**src/rtl/core/ptsr_pkg.sv**
```systemverilog
// Shared types and constants of the packed table with swap-remove.
// Used by every module in rtl/core; depends on nothing else.
`default_nettype none

package ptsr_pkg;

    localparam int ENTITY_W  = 8;
    localparam int SLOT_W    = 8;
    localparam int COUNT_W   = SLOT_W + 1;
    localparam int VALUE_W   = 32;
    localparam int NUM_SLOTS = 1 << SLOT_W;
    localparam int NUM_ENTS  = 1 << ENTITY_W;

    localparam logic [1:0] CMD_ADD    = 2'd0;
    localparam logic [1:0] CMD_DELETE = 2'd1;
    localparam logic [1:0] CMD_GET    = 2'd2;
    localparam logic [1:0] CMD_UNUSED = 2'd3;

    typedef enum logic [1:0] {
        ST_OK      = 2'd0,
        ST_ABSENT  = 2'd1,
        ST_FULL    = 2'd2,
        ST_PRESENT = 2'd3
    } t_status;

    typedef enum logic [1:0] {
        OP_ADD,
        OP_DEL,
        OP_GET,
        OP_NOP
    } t_op;

    typedef enum logic [1:0] {
        S_IDLE,
        S_GET_SLOT,
        S_GET_VALUE,
        S_DEL_MOVE
    } t_state;

    typedef struct packed {
        t_op                 op;
        logic [ENTITY_W-1:0] entity;
        logic [VALUE_W-1:0]  value;
    } t_item;

    typedef struct packed {
        t_status             status;
        logic [VALUE_W-1:0]  value;
        logic [SLOT_W-1:0]   slot;
        logic [COUNT_W-1:0]  count;
    } t_result;

endpackage

`default_nettype wire

```
**src/rtl/core/ptsr_out_q.sv**
```systemverilog
// Result queue between the back end and the result ports.
// Depends on ptsr_pkg.
`default_nettype none

module ptsr_out_q
    import ptsr_pkg::*;
(
    input  wire logic    i_clk,
    input  wire logic    i_rst_n,
    input  wire logic    i_push,
    input  wire t_result i_res,
    output logic         o_room,
    output logic         empty,
    input  wire logic    pop,
    output t_result      o_res
);

    t_result     r_entry [2];
    logic        r_wr_ptr;
    logic        r_rd_ptr;
    logic [1:0]  r_count;
    logic [1:0]  n_count;
    logic        w_wr;
    logic        w_rd;

    assign o_room = (r_count != 2'd2);
    assign empty  = (r_count == 2'd0);
    assign o_res  = r_entry[r_rd_ptr];
    assign w_wr   = i_push && o_room;
    assign w_rd   = pop && !empty;

    always_comb begin
        n_count = r_count;
        if (w_wr && !w_rd) begin
            n_count = r_count + 2'd1;
        end else if (w_rd && !w_wr) begin
            n_count = r_count - 2'd1;
        end
    end

    always_ff @(posedge i_clk) begin
        if (!i_rst_n) begin
            r_wr_ptr <= 1'b0;
            r_rd_ptr <= 1'b0;
            r_count  <= 2'd0;
        end else begin
            r_count <= n_count;
            if (w_wr) begin
                r_wr_ptr <= ~r_wr_ptr;
            end
            if (w_rd) begin
                r_rd_ptr <= ~r_rd_ptr;
            end
        end
    end

    always_ff @(posedge i_clk) begin
        if (w_wr) begin
            r_entry[r_wr_ptr] <= i_res;
        end
    end

endmodule

`default_nettype wire
```
**config.mk**
```make
export PLATFORM = sky130hd
export DESIGN_NAME = ptsr_out_q
export DESIGN_NICKNAME = d
export VERILOG_FILES = /design/src/rtl/core/ptsr_pkg.sv /design/src/rtl/core/ptsr_out_q.sv
export SDC_FILE = /design/constraint.sdc
export NUM_CORES = 1
export LEC_CHECK = 0
export BUFFER_PORTS_ARGS = -buffer_cell sky130_fd_sc_hd__buf_2
export CORE_AREA = 5 5 89 91
export CTS_BUF_LIST = sky130_fd_sc_hd__clkbuf_2
export DETAILED_ROUTE_END_ITERATION = 8
export DIE_AREA = 0 0 94 96
export PLACE_DENSITY = 0.85
export SLEW_MARGIN = 15
export SYNTH_ARGS = -nofsm -noshare
export SYNTH_HDL_FRONTEND = slang
export SYNTH_SLANG_ARGS = --single-unit
```
**constraint.sdc**
```tcl
create_clock -name i_clk -period 3.7 [get_ports i_clk]
set_clock_uncertainty 0.1 [all_clocks]
set_input_delay 0.74 -clock i_clk [delete_from_list [all_inputs] [get_ports i_clk]]
set_output_delay 0.74 -clock i_clk [all_outputs]
set_load 0.005 [all_outputs]
```
# --- After elaboration in Yosys (flattened, before gate mapping) ---
# Memory sizes are Yosys's and may differ from the RTL's. A register that Yosys moved wholly into a read port is not among the register bits.
# Index checks and enable logic that the tools add are counted.
word_totals:
  mem_bits_rw: 102
  word_cells: 24
  regBits: 4
  out_inout_bits: 53
  in_bits: 55
  n_memories: 1
classes:
  reduce_logical: 9
  eq_ne: 1
  add_sub_neg: 2
  n_mux: 6
  bitwise: 2
mem_list:
  columns: ["name", "words", "word_bits", "read_ports", "rd_ports_with_merged_regs", "write_ports", "line_no", "source"]
  rows:
  - ["r_entry", 2, 51, 1, 1, 1, "ptsr_out_q.sv:18", "t_result r_entry [2];"]
ops:
  columns: ["op", "n"]
  rows:
  - ["1-bit logical AND", 4]
  - ["1-bit two-way mux", 4]
  - ["2-bit two-way mux", 2]
  - ["1-bit zero test", 3]
  - ["2-bit by 1-bit adder with 2-bit output (second input constant)", 1]
  - ["2-bit zero test", 1]
  - ["2-bit != test (second input constant)", 1]
  - ["1-bit NOT", 2]
  - ["2-bit nonzero test", 1]
  - ["2-bit by 1-bit subtractor with 2-bit output (second input constant)", 1]

# --- Longest topological paths before layout ---
logic_depth:
  ltp_word: 6
  ltp_mapped: 6
  depth_no_buf: 6

# --- Worst setup path after synthesis ---
# No wires, ideal clock.
synth_path:
  kind: "in2reg"
  startpoint: "in i_push"
  endpoint: "mem r_entry[1][0] (netlist bit) (enable)"
  stages: 1
  t_required_ps: 3186
  t_arrival_ps: 2002
  path_buffers: 0
  path_slack_ps: 1184
  path_cell_list: "and3_1"
synth_via:
  elab_chain_len: 3
synth_rtl:
  columns: ["item", "line_no", "source"]
  rows:
  - ["start, declared", "ptsr_out_q.sv:10", "input wire logic i_push,"]
  - ["1-bit logical AND", "ptsr_out_q.sv:29", "assign w_wr = i_push && o_room;"]
  - ["1-bit two-way mux", "ptsr_out_q.sv:58", "if (w_wr) begin"]
  - ["1-bit two-way mux (not written as such)", "ptsr_out_q.sv:59", "r_entry[r_wr_ptr] <= i_res;"]
  - ["end, declared", "ptsr_out_q.sv:18", null]
# Every way passes these cells.

==> flow_summary.toml <==
[floorplan]
die-area_um2 = 9020
rows = 31
core_um2 = 7060
fp.dieH_um = 96
boundaryPins = 108
die_x_um = 94
initial_utilization_pct = 55.4

[logic_synthesis]
synth-main-ff-cell = "edfxtp_1"
synth_edf_count = 102
synth_cells = 183
synth_area_um2 = 3910
async_reset_ff_share_pct = 0
yosysTopAreaCell = "edfxtp_1"
synth_nets = 239
ys_seq_elements = 107
ys_seq_area_share_pct = 80.9
synthTopCellsByCount = "edfxtp_1, mux2_2, buf_2"
yosysTopAreaCellShare_pct = 78.4
ys_warn_count = 0
synth.distinct_cells = 19
syn_area_per_cell_um2 = 21.4
synth.area.top_cells = "edfxtp_1, mux2_2, dfxtp_1, buf_2, and2_1"
yosysMostFrequentCell = "edfxtp_1"

[routing]
ant_nets = 0
wl_per_cell_um = 16.4
viasPerCell = 5.00
routed_wl_um = 6560
drtIter0Drc = 96
dr_total_vias = 2006
drc = 0
firstDrtPassIters = 4

[placed_design]
port_buffers = 107
gp_congestion = 0.710
placed_cell_area_um2 = 4580
dp.cells = 385
dp_hpwl_um = 4490

[worst_setup_path]
end_kind = "output port"
r2r-start = "r_count[0]"
r2r_cells = 3
crit_path_max_incr_delay_ps = 780
startpoint_type = "flip-flop"
critPathTopFamily = "flip-flops"
rrSetupSlack_ps = 1670
crit_slowest_cell = "dfxtp_2"
cp.depth = 3
path_max_fanout = 27
arrival_ps = 2120
r2r-end = "r_entry[0][14]"
cp_num_buf_inv = 2
worstSetupEndpoint = "o_res[24]"
crit_chain = "buf_12 > mux2_2 > buf_2"
worstPathRequired_ps = 2860
worstSetupPathType = "reg2out"

[finish]
layout.cells.non_filler = 401
n_antenna_cell = 0
nFillCells = 515
fin_util_pct = 66.7
final_cell_area_um2 = 4710
nNetsFinal = 353
layout-drive-gt1-share_pct = 59.9
area_delta_synth_final_pct = 20.5

[power_and_ir_drop]
power_density_nw_per_um2 = 603
cellLeakagePower_uw = 0.00175
ir_worst_vdd_uv = 449

[timing]
setup_tns_ps = 0
worstMarginPinSlew_ps = 1090
max_slew_margin_pct = 26.9
hold_viol_final = 0
rsz0062_at_grt = "false"
period_minus_slack_ps = 2960
hold_slack_ps = 224
maxSlewViolCount = 0
max_clock_freq_ghz = 0.338
period_share_pct = 79.9
setup_viol = 0

[cts]
cts_hold_buf = 0
clock-sinks = 107
tritoncts = "yes"
clockRootBuffer = "clkbuf_2"
post-cts-setup-buffers = 0
clk_pin_slew_worst_paths_ps = 300
cts_max_level = 3
worst_skew_pair.late_latency_ps = 530
cts_buffers = 9
clk_path_buf_depth = 2
cts_resized = 0

[job]
drv_cap = 0

[global_routing]
grt_pass1_vias = 2130
overflow = 0
grt_pass1_wl_um = 9940
grt.total_usage_pct = 15.2
grt_max_degree = 52
antenna_found_initial = 0

[run_status]
status = "finished, final reports clean"

[hold_path]
worst_hold_path_type = "in2reg"
[registers in the layout, summed over array words and instances (netlist names), named ones only]
signal,cells
r_count,2
r_entry,102
r_wr_ptr,1
r_rd_ptr,1
[worst min path at each step]
stage,slack (ps),startpoint,endpoint,cells past startpoint
6_report,220,i_res[41],r_entry[1][41],1
5_1_grt,150,i_res[38],r_entry[0][38],1
4_1_cts,170,i_res[37],r_entry[1][37],1
3_5_place_dp,440,r_count[1],r_count[1],2
3_3_place_gp,430,r_count[1],r_count[1],2
2_1_floorplan,420,r_count[1],r_count[1],2
[cell type report]
class                           count  area, µm²  share of cell area (%)
Sequential cell                   107       3160                    67.2
Multi-Input combinational cell     69        712                    15.1
Timing Repair Buffer              109        576                    12.2
Tap cell                           99        124                    2.63
Clock inverter                      7       83.8                    1.78
Clock buffer                        9       45.0                   0.957
Inverter                            1       3.75                  0.0797
[metrics by stage]
stage / setup slack (ps) / power (µW)
after floorplan: 1180 / 2020
after CTS: 653 / 2880
after detailed placement: 1350 / 2330
after global routing: 570 / 3000
after global placement: 1340 / 2310
final: 744 / 2840
[power by group]
| group | switching (µW) | total, µW | internal (µW) |
|---|---|---|---|
| Combinational | 304 | 688 | 384 |
| Sequential | 82.0 | 1600 | 1510 |
| Clock | 387 | 555 | 169 |
| Total | 773 | 2840 | 2070 |
[cell families after synthesis]
family	Yosys count	synth area share, %
adders and majority gates	1	0.320
and+or+nand+nor	9	1.60
DFF	107	80.9
AOI/OAI and AO/OA	5	0.896
xor gates and xnor gates	3	0.673
muxes	51	14.7
buffers and inverters	7	0.864
[cell usage in the layout (no fill, tap or decap)]
master      netlist  routed
and3_2            0       1
clkinv_4          0       2
inv_2             0       1
inv_6             0       2
buf_2             6     107
ha_1              1       1
dfxtp_2           0       1
edfxtp_1        102     102
a21bo_2           1       1
bufinv_16         0       1
buf_12            0       2
dfxtp_1           5       4
o21ai_1           1       1
mux2_2           51      51
a21boi_1          1       1
xor2_1            1       1
clkinvlp_4        0       1
nand2b_4          1       1
nand3b_1          1       1
inv_8             0       1
o21ai_0           1       1
nor2_1            1       1
and2_1            4       4
clkbuf_2          0       9
xnor2_1           2       2
a21boi_0          1       1
or3_1             1       1
[routing by layer]
metal / track usage, % / up-vias / part of all wire (%)
met5: 0 / - / 0
met4: 7.22 / 0 / 2.0
met3: 5.00 / 9 / 7.4
met2: 26.2 / 67 / 54
met1: 17.0 / 983 / 37
li1: - / 947 / -
[worst register-to-register path, cell delays in order (launching register included)]
cell and delay (ps):
dfxtp_1 480, nand2b_4 180, nand3b_1 110, inv_2 800
Note: power is estimated with default switching activity, not from simulation.
