<file path="src/rtl/core/ptsr_pkg.sv">
// Shared types and constants of the packed table with swap-remove.
// Used by every module in rtl/core; depends on nothing else.
`default_nettype none

package ptsr_pkg;

    localparam int ENTITY_W  = 8;
    localparam int SLOT_W    = 8;
    localparam int COUNT_W   = SLOT_W + 1;
    localparam int VALUE_W   = 32;
    localparam int NUM_SLOTS = 1 << SLOT_W;
    localparam int NUM_ENTS  = 1 << ENTITY_W;

    localparam logic [1:0] CMD_ADD    = 2'd0;
    localparam logic [1:0] CMD_DELETE = 2'd1;
    localparam logic [1:0] CMD_GET    = 2'd2;
    localparam logic [1:0] CMD_UNUSED = 2'd3;

    typedef enum logic [1:0] {
        ST_OK      = 2'd0,
        ST_ABSENT  = 2'd1,
        ST_FULL    = 2'd2,
        ST_PRESENT = 2'd3
    } t_status;

    typedef enum logic [1:0] {
        OP_ADD,
        OP_DEL,
        OP_GET,
        OP_NOP
    } t_op;

    typedef enum logic [1:0] {
        S_IDLE,
        S_GET_SLOT,
        S_GET_VALUE,
        S_DEL_MOVE
    } t_state;

    typedef struct packed {
        t_op                 op;
        logic [ENTITY_W-1:0] entity;
        logic [VALUE_W-1:0]  value;
    } t_item;

    typedef struct packed {
        t_status             status;
        logic [VALUE_W-1:0]  value;
        logic [SLOT_W-1:0]   slot;
        logic [COUNT_W-1:0]  count;
    } t_result;

endpackage

`default_nettype wire

</file>
<file path="src/rtl/core/ptsr_front.sv">
// Front end: input queue that takes commands and classifies them into operations.
// Depends on ptsr_pkg.
`default_nettype none

module ptsr_front
    import ptsr_pkg::*;
(
    input  wire logic                i_clk,
    input  wire logic                i_rst_n,
    input  wire logic                push,
    output logic                     full,
    input  wire logic [1:0]          i_command,
    input  wire logic [ENTITY_W-1:0] i_entity_id,
    input  wire logic [VALUE_W-1:0]  i_new_value,
    output logic                     o_item_valid,
    output t_item                    o_item,
    input  wire logic                i_take
);

    t_item       r_entry [2];
    logic        r_wr_ptr;
    logic        r_rd_ptr;
    logic [1:0]  r_count;
    logic [1:0]  n_count;
    logic        w_wr;
    logic        w_rd;
    t_op         w_op;

    always_comb begin
        unique case (i_command)
            CMD_ADD:    w_op = OP_ADD;
            CMD_DELETE: w_op = OP_DEL;
            CMD_GET:    w_op = OP_GET;
            CMD_UNUSED: w_op = OP_NOP;
            default:    w_op = OP_NOP;
        endcase
    end

    assign full         = (r_count == 2'd2);
    assign o_item_valid = (r_count != 2'd0);
    assign o_item       = r_entry[r_rd_ptr];
    assign w_wr         = push && !full;
    assign w_rd         = i_take && o_item_valid;

    always_comb begin
        n_count = r_count;
        if (w_wr && !w_rd) begin
            n_count = r_count + 2'd1;
        end else if (w_rd && !w_wr) begin
            n_count = r_count - 2'd1;
        end
    end

    always_ff @(posedge i_clk) begin
        if (!i_rst_n) begin
            r_wr_ptr <= 1'b0;
            r_rd_ptr <= 1'b0;
            r_count  <= 2'd0;
        end else begin
            r_count <= n_count;
            if (w_wr) begin
                r_wr_ptr <= ~r_wr_ptr;
            end
            if (w_rd) begin
                r_rd_ptr <= ~r_rd_ptr;
            end
        end
    end

    always_ff @(posedge i_clk) begin
        if (w_wr) begin
            r_entry[r_wr_ptr] <= '{op: w_op, entity: i_entity_id, value: i_new_value};
        end
    end

endmodule

`default_nettype wire

</file>
<file path="config.mk">
export PLATFORM = sky130hd
export DESIGN_NAME = ptsr_front
export DESIGN_NICKNAME = d
export VERILOG_FILES = /design/src/rtl/core/ptsr_pkg.sv /design/src/rtl/core/ptsr_front.sv
export SDC_FILE = /design/constraint.sdc
export NUM_CORES = 1
export LEC_CHECK = 0
export BUFFER_PORTS_ARGS = -buffer_cell sky130_fd_sc_hd__buf_2
export CAP_MARGIN = 10
export CORE_UTILIZATION = 49
export CTS_BUF_LIST = sky130_fd_sc_hd__clkbuf_16
export DETAILED_ROUTE_END_ITERATION = 8
export PLACE_DENSITY_LB_ADDON = 0.12
export REMOVE_ABC_BUFFERS = 1
export SLEW_MARGIN = 20
export SYNTH_ARGS = -nofsm -noshare
export SYNTH_HDL_FRONTEND = slang
export SYNTH_SLANG_ARGS = --single-unit
</file>
<file path="constraint.sdc">
create_clock -name i_clk -period 5.45 [get_ports i_clk]
set_clock_uncertainty 0.2 [all_clocks]
set_input_delay 0.2725 -clock i_clk [delete_from_list [all_inputs] [get_ports i_clk]]
set_output_delay 0.2725 -clock i_clk [all_outputs]
set_load 0.02 [all_outputs]
</file>
Word-level counts from Yosys, hierarchy flattened --
Memory sizes are Yosys's and may differ from the RTL's. A register that Yosys moved wholly into a read port is not among the register bits. Index checks and enable logic that the tools add are counted.
Word-level totals: register bits after elaboration 4, word-level logic and storage cells 29, memories kept 1, output and inout bits 44, bits in writable memories 84
Operators by class: muxes and demuxes 7, $add $sub $neg 2, bitwise logic cells 2, reductions and logical operators 10, equality and inequality tests 4
Memory list:
- r_entry | words 2, bits a word 42, rd ports 1, clocked after Yosys merged registers in 1, wr ports 1, line ptsr_front.sv:20 | t_item r_entry [2];
Operator list (number):
- 2-bit one-hot mux with 4 select lines | 1
- 2-bit == test (second input constant) | 3
- 1-bit logical AND | 4
- 1-bit two-way mux | 4
- 2-bit two-way mux | 2
- 2-bit nonzero test | 2
- 1-bit logical NOT | 3
- 2-bit by 1-bit adder with 2-bit output (second input constant) | 1
- 2-bit by 1-bit == test with 1-bit output (second input constant) | 1
- 2-bit logical NOT | 1
- 1-bit inverter | 2
- 2-bit by 1-bit subtractor with 2-bit output (second input constant) | 1

Longest topological paths before layout --
word-level depth 7, depth in mapped cells 7, depth with buffers taken out 7

Worst setup path after synthesis --
Ideal clock, no wire load.
kind reg-to-reg, start point register r_count[0], end point memory r_entry[0][0] in the netlist's numbering (enable), data required time 4.814 ns, clock period less this slack 2.922 ns, cell stages (with the launch flop) 4, path buffers 0, arrival time 2.287 ns, setup slack 2.528 ns, library setup time 0.436 ns, cell sequence dfxtp_1 nand2b_1 inv_2 nor3_2
Between the ends: longest elaborated chain between the ends 5
Ends and longest elaborated chain:
- from (decl) | line ptsr_front.sv:23 | logic [1:0] r_count;
- from (signal assigned) | line ptsr_front.sv:60 | r_count <= n_count;
- 2-bit == test | line ptsr_front.sv:39 | assign full = (r_count == 2'd2);
- via full | line ptsr_front.sv:11 | output logic full,
- 1-bit logical NOT | line ptsr_front.sv:42 | assign w_wr = push && !full;
- 1-bit logical AND | line ptsr_front.sv:42
- 1-bit two-way mux | line ptsr_front.sv:71 | if (w_wr) begin
- 1-bit two-way mux (implied by the code) | line ptsr_front.sv:72 | r_entry[r_wr_ptr] <= '{op: w_op, entity: i_entity_id, value: i_new_value};
- to (decl) | line ptsr_front.sv:20
The timed path passes the listed nets, and every way through them passes these cells.

==> parameters.txt <==
Parameter                              Value

Power and ir drop
  Proportion of power drawn by flip-flops and latches    44.3%
  Switching Share    between 20% and 30%
  Power per standard cell area    about 460 nW/um^2
  Overall power after layout    0.00210 W
  Net switching power    between 0.0005 and 0.0006 W
  Cell-internal power    ~0.0015 W
  Portion of total power attributed to combinational logic    about 26%
  Worst voltage drop across the vdd grid    around 420 uV
  Fraction of power consumed by the clock network    30.2%
  Lkg Pwr    1.73 nW

GRT
  Global-route usage over all layers    17.1%
  Via count of the first global-routing pass    slightly below 2,000
  Number of antenna violations at the first check in global routing    0
  Aggregate global routing overflow    0
  Largest net degree at the start of global routing    between 40 and 50
  Wire length of the first global-routing pass    8890 um

Timing
  Slew Limit Headroom    about a third
  Number of hold violations in the final report    0
  Max Transition Viols Final    0
  Actual transition at the worst max-transition pin    1.02 ns
  Post-Route Setup TNS    0 ns
  Total of endpoints with negative setup slack in the final report    0
  Maximum clock frequency    roughly 420 MHz
  Unrepaired setup endpoints after global routing    false
  Clock period minus final worst setup slack    about 2.4 ns
  Final worst path period share    between 40 and 50%

Critical path
  Critical-path top delay cell    dfxtp_2
  Crit path cell chain    mux2_2 -> buf_2
  Crit Path Category    flop to output port
  FF-to-FF setup slack    slightly above 3 ns
  Critical Path Sink Type    output port
  Terminus of the critical flop-to-flop path    r_entry[0][34]$_DFFE_PP_
  R2R cell count    4
  Maximum net fanout on the critical path    42
  Critical Path RT    between 4 and 5 ns
  Worst path arrival time    1.92 ns
  Largest stage delay on the critical path    1.00 ns
  Launching point of the worst reg2reg path    r_count[0]$_SDFFE_PN0P_
  Sort of element at the start of the critical path    flop

Synth
  Synth Area in Adders    0.383%
  Cell area after synthesis    3260 sq um
  Dominant combinational cell family by area after synthesis    multiplexers
  Synthesized-area fraction occupied by and/or/nand/nor cells    1.76%
  Largest cells by area after synthesis    edfxtp_1 (77%), mux2_2 (14%), dfxtp_1 (3.1%)
  Fraction of the mapped netlist area in compound gates    0.997%
  Post-synth top area cell    edfxtp_1
  Mapped Avg Cell Area    20.7 sq um
  Synthesized flop and latch total    89
  Synthesis Warnings    0
  Post-synthesis instance total    approximately 160
  Sequential share of the synthesized area    around four fifths
  Count of cell types in the netlist    22
  Synthesized-area fraction occupied by xor and xnor cells    0.805%
  Multiplexer area fraction after synthesis    14.5%
  Share of the synthesized area in the top cell type    between 70% and 80%

CTS
  Number of buffers added by the clock tree synthesis step    9
  Clk Tree Root Cell    clkbuf_16
  TritonCTS clock tree    done
  Clock transition at the registers of the reported paths    0.06 ns
  Clock insertion delay at the later pin of the skew report    approximately 0.32 ns
  Clk sinks    89
  Resize count post-CTS    0
  Maximum number of buffers from clock root to sink    2
  Number of H-tree levels    3

Detailed routing
  Vias after detailed routing    around 1,800
  Number of nets with antenna violations after routing    0
  First drt pass iteration count    4
  Drt drc    0
  Average detailed-routed wire length per instance    approximately 15 um
  Total detailed-routing wirelength    approximately 5700 um
  Routed via count divided by cell count    4.91
  Drt initial violations    between 40 and 50

Layout
  Final antenna diode count    0
  Most common library cell in the layout ignoring fill and taps    buf_2
  Area Growth Syn to Fin    38.6%
  Storage cell area    2620 sq um
  Fraction of final layout cells with drive strength greater than 1    between 50% and 60%
  Layout net count    341
  Area occupied by multi-input gates    609 sq um
  Fill cell total of the finished layout    ~450
  Most used cells in the layout excluding fill and tap cells    buf_2 (89), edfxtp_1 (84), mux2_2 (42), dlygate4sd3_1 (42), clkbuf_16 (9)

Flow run
  Max-cap viol count    0

Worst hold path
  Hold path cells    2
  HP Class    input pin to flop
  Start point of the worst min-delay path    i_rst_n
  WHS Endpoint    r_wr_ptr$_SDFFE_PN0P_

Place
  RePlAce Congestion    0.683
  Placed wire-length estimate    3230 um
  Number of buffer cells added on primary ports    between 80 and 90

Floorplan
  # rows    29
  IO Pins    90
  Die width    83.6 um
  Initial cell density of the core    just over 50%
  Die area    between 6000 and 7000 sq um
  Core Area    between 6000 and 7000 sq um
  Die Y    83.6 um

Run status
  Run status    finished, final reports clean
## per-stage QoR
step	hold WS, ns	instance area, sq um	worst slack, ns	instances	util (%)
after floorplan	0.171	3230	2.53	151	-
after global placement	0.260	3790	3.13	318	59.3
after detailed placement	0.264	3790	3.08	318	59.3
after CTS	0.00311	4520	2.98	376	70.8
after global routing	0.0198	4520	2.92	376	70.8
final	0.0109	4520	3.05	376	70.8
## repair_timing
item	4_1_cts	5_1_grt
hold endpoints to repair	84	0
setup buffers	0	0
hold buffers	42	0
## worst max-delay path: cells and delay by family (launching register included)
kind | cells | cell delay (ns)
multiplexers | 1 | 0.43
flip-flops | 1 | 1.00
buffers and inverters | 1 | 0.16
## sequential cells by signal, indices dropped and copies added, names as in the netlist, named ones only
register / cells
r_count: 2
r_rd_ptr: 1
r_wr_ptr: 1
r_entry: 84
## layout make-up
| class | instances | share of cell area (%) |
|---|---|---|
| clock buffer | 9 | 4.98 |
| timing repair buffer | 132 | 19.3 |
| tap | 77 | 2.13 |
| inverter | 2 | 0.166 |
| sequential | 89 | 58.0 |
| multi-input combinational | 60 | 13.5 |
| clock inverter | 7 | 1.94 |
## power groups by stage
stage               Sequential, W  Clock, W  Combinational, W
floorplan                0.000926         0          0.000360
global route             0.000944  0.000675          0.000573
detailed placement       0.000948         0          0.000516
CTS                      0.000935  0.000641          0.000542
global placement         0.000943         0          0.000514
finish                   0.000931  0.000633          0.000536
## synthesized netlist by cell type
cell type  count
nor2_1         1
o21ai_0        1
nor3_2         1
inv_2          1
dfxtp_1        5
inv_1          1
or2_2          1
xnor2_1        2
xor2_1         1
nand2b_1       1
o21ai_1        1
and3_1         1
a21boi_0       1
mux2_2        42
ha_1           1
and2_1         3
clkbuf_1       2
buf_2          5
o21a_1         1
edfxtp_1      84
or3_1          1
a21boi_1       1
## cells by family (layout without fill, tap and decap cells)
group	count (synthesis)	after routing
compound gates	5	5
xor+xnor	3	3
fa+ha+maj	1	1
buf+inv	9	150
flops	89	89
mux	42	42
simple gates	9	9
## how the worst max path moves through the flow
stage                                  from                       end  slack [ns]
global placement    r_count[0]$_SDFFE_PN0P_   r_entry[0][8]$_DFFE_PP_        3.13
floorplan           r_count[0]$_SDFFE_PN0P_   r_entry[0][0]$_DFFE_PP_        2.53
global route        r_count[0]$_SDFFE_PN0P_  r_entry[0][34]$_DFFE_PP_        2.92
CTS                                    flop                 o_item[4]        2.98
detailed placement  r_count[0]$_SDFFE_PN0P_   r_entry[0][8]$_DFFE_PP_        3.08
finish                                 flop                 o_item[4]        3.05
## per-layer routing
metal / part of all wire [%] / wire length (um) / track usage (%) / up-vias
met3: 4.5 / 254 / 4.06 / 9
met5: 0 / 0 / 0 / -
li1: - / - / - / 890
met4: 1.7 / 94 / 7.86 / 0
met2: 52 / 2930 / 29.3 / 56
met1: 42 / 2390 / 20.4 / 891
(Power assumes the default switching activity.)
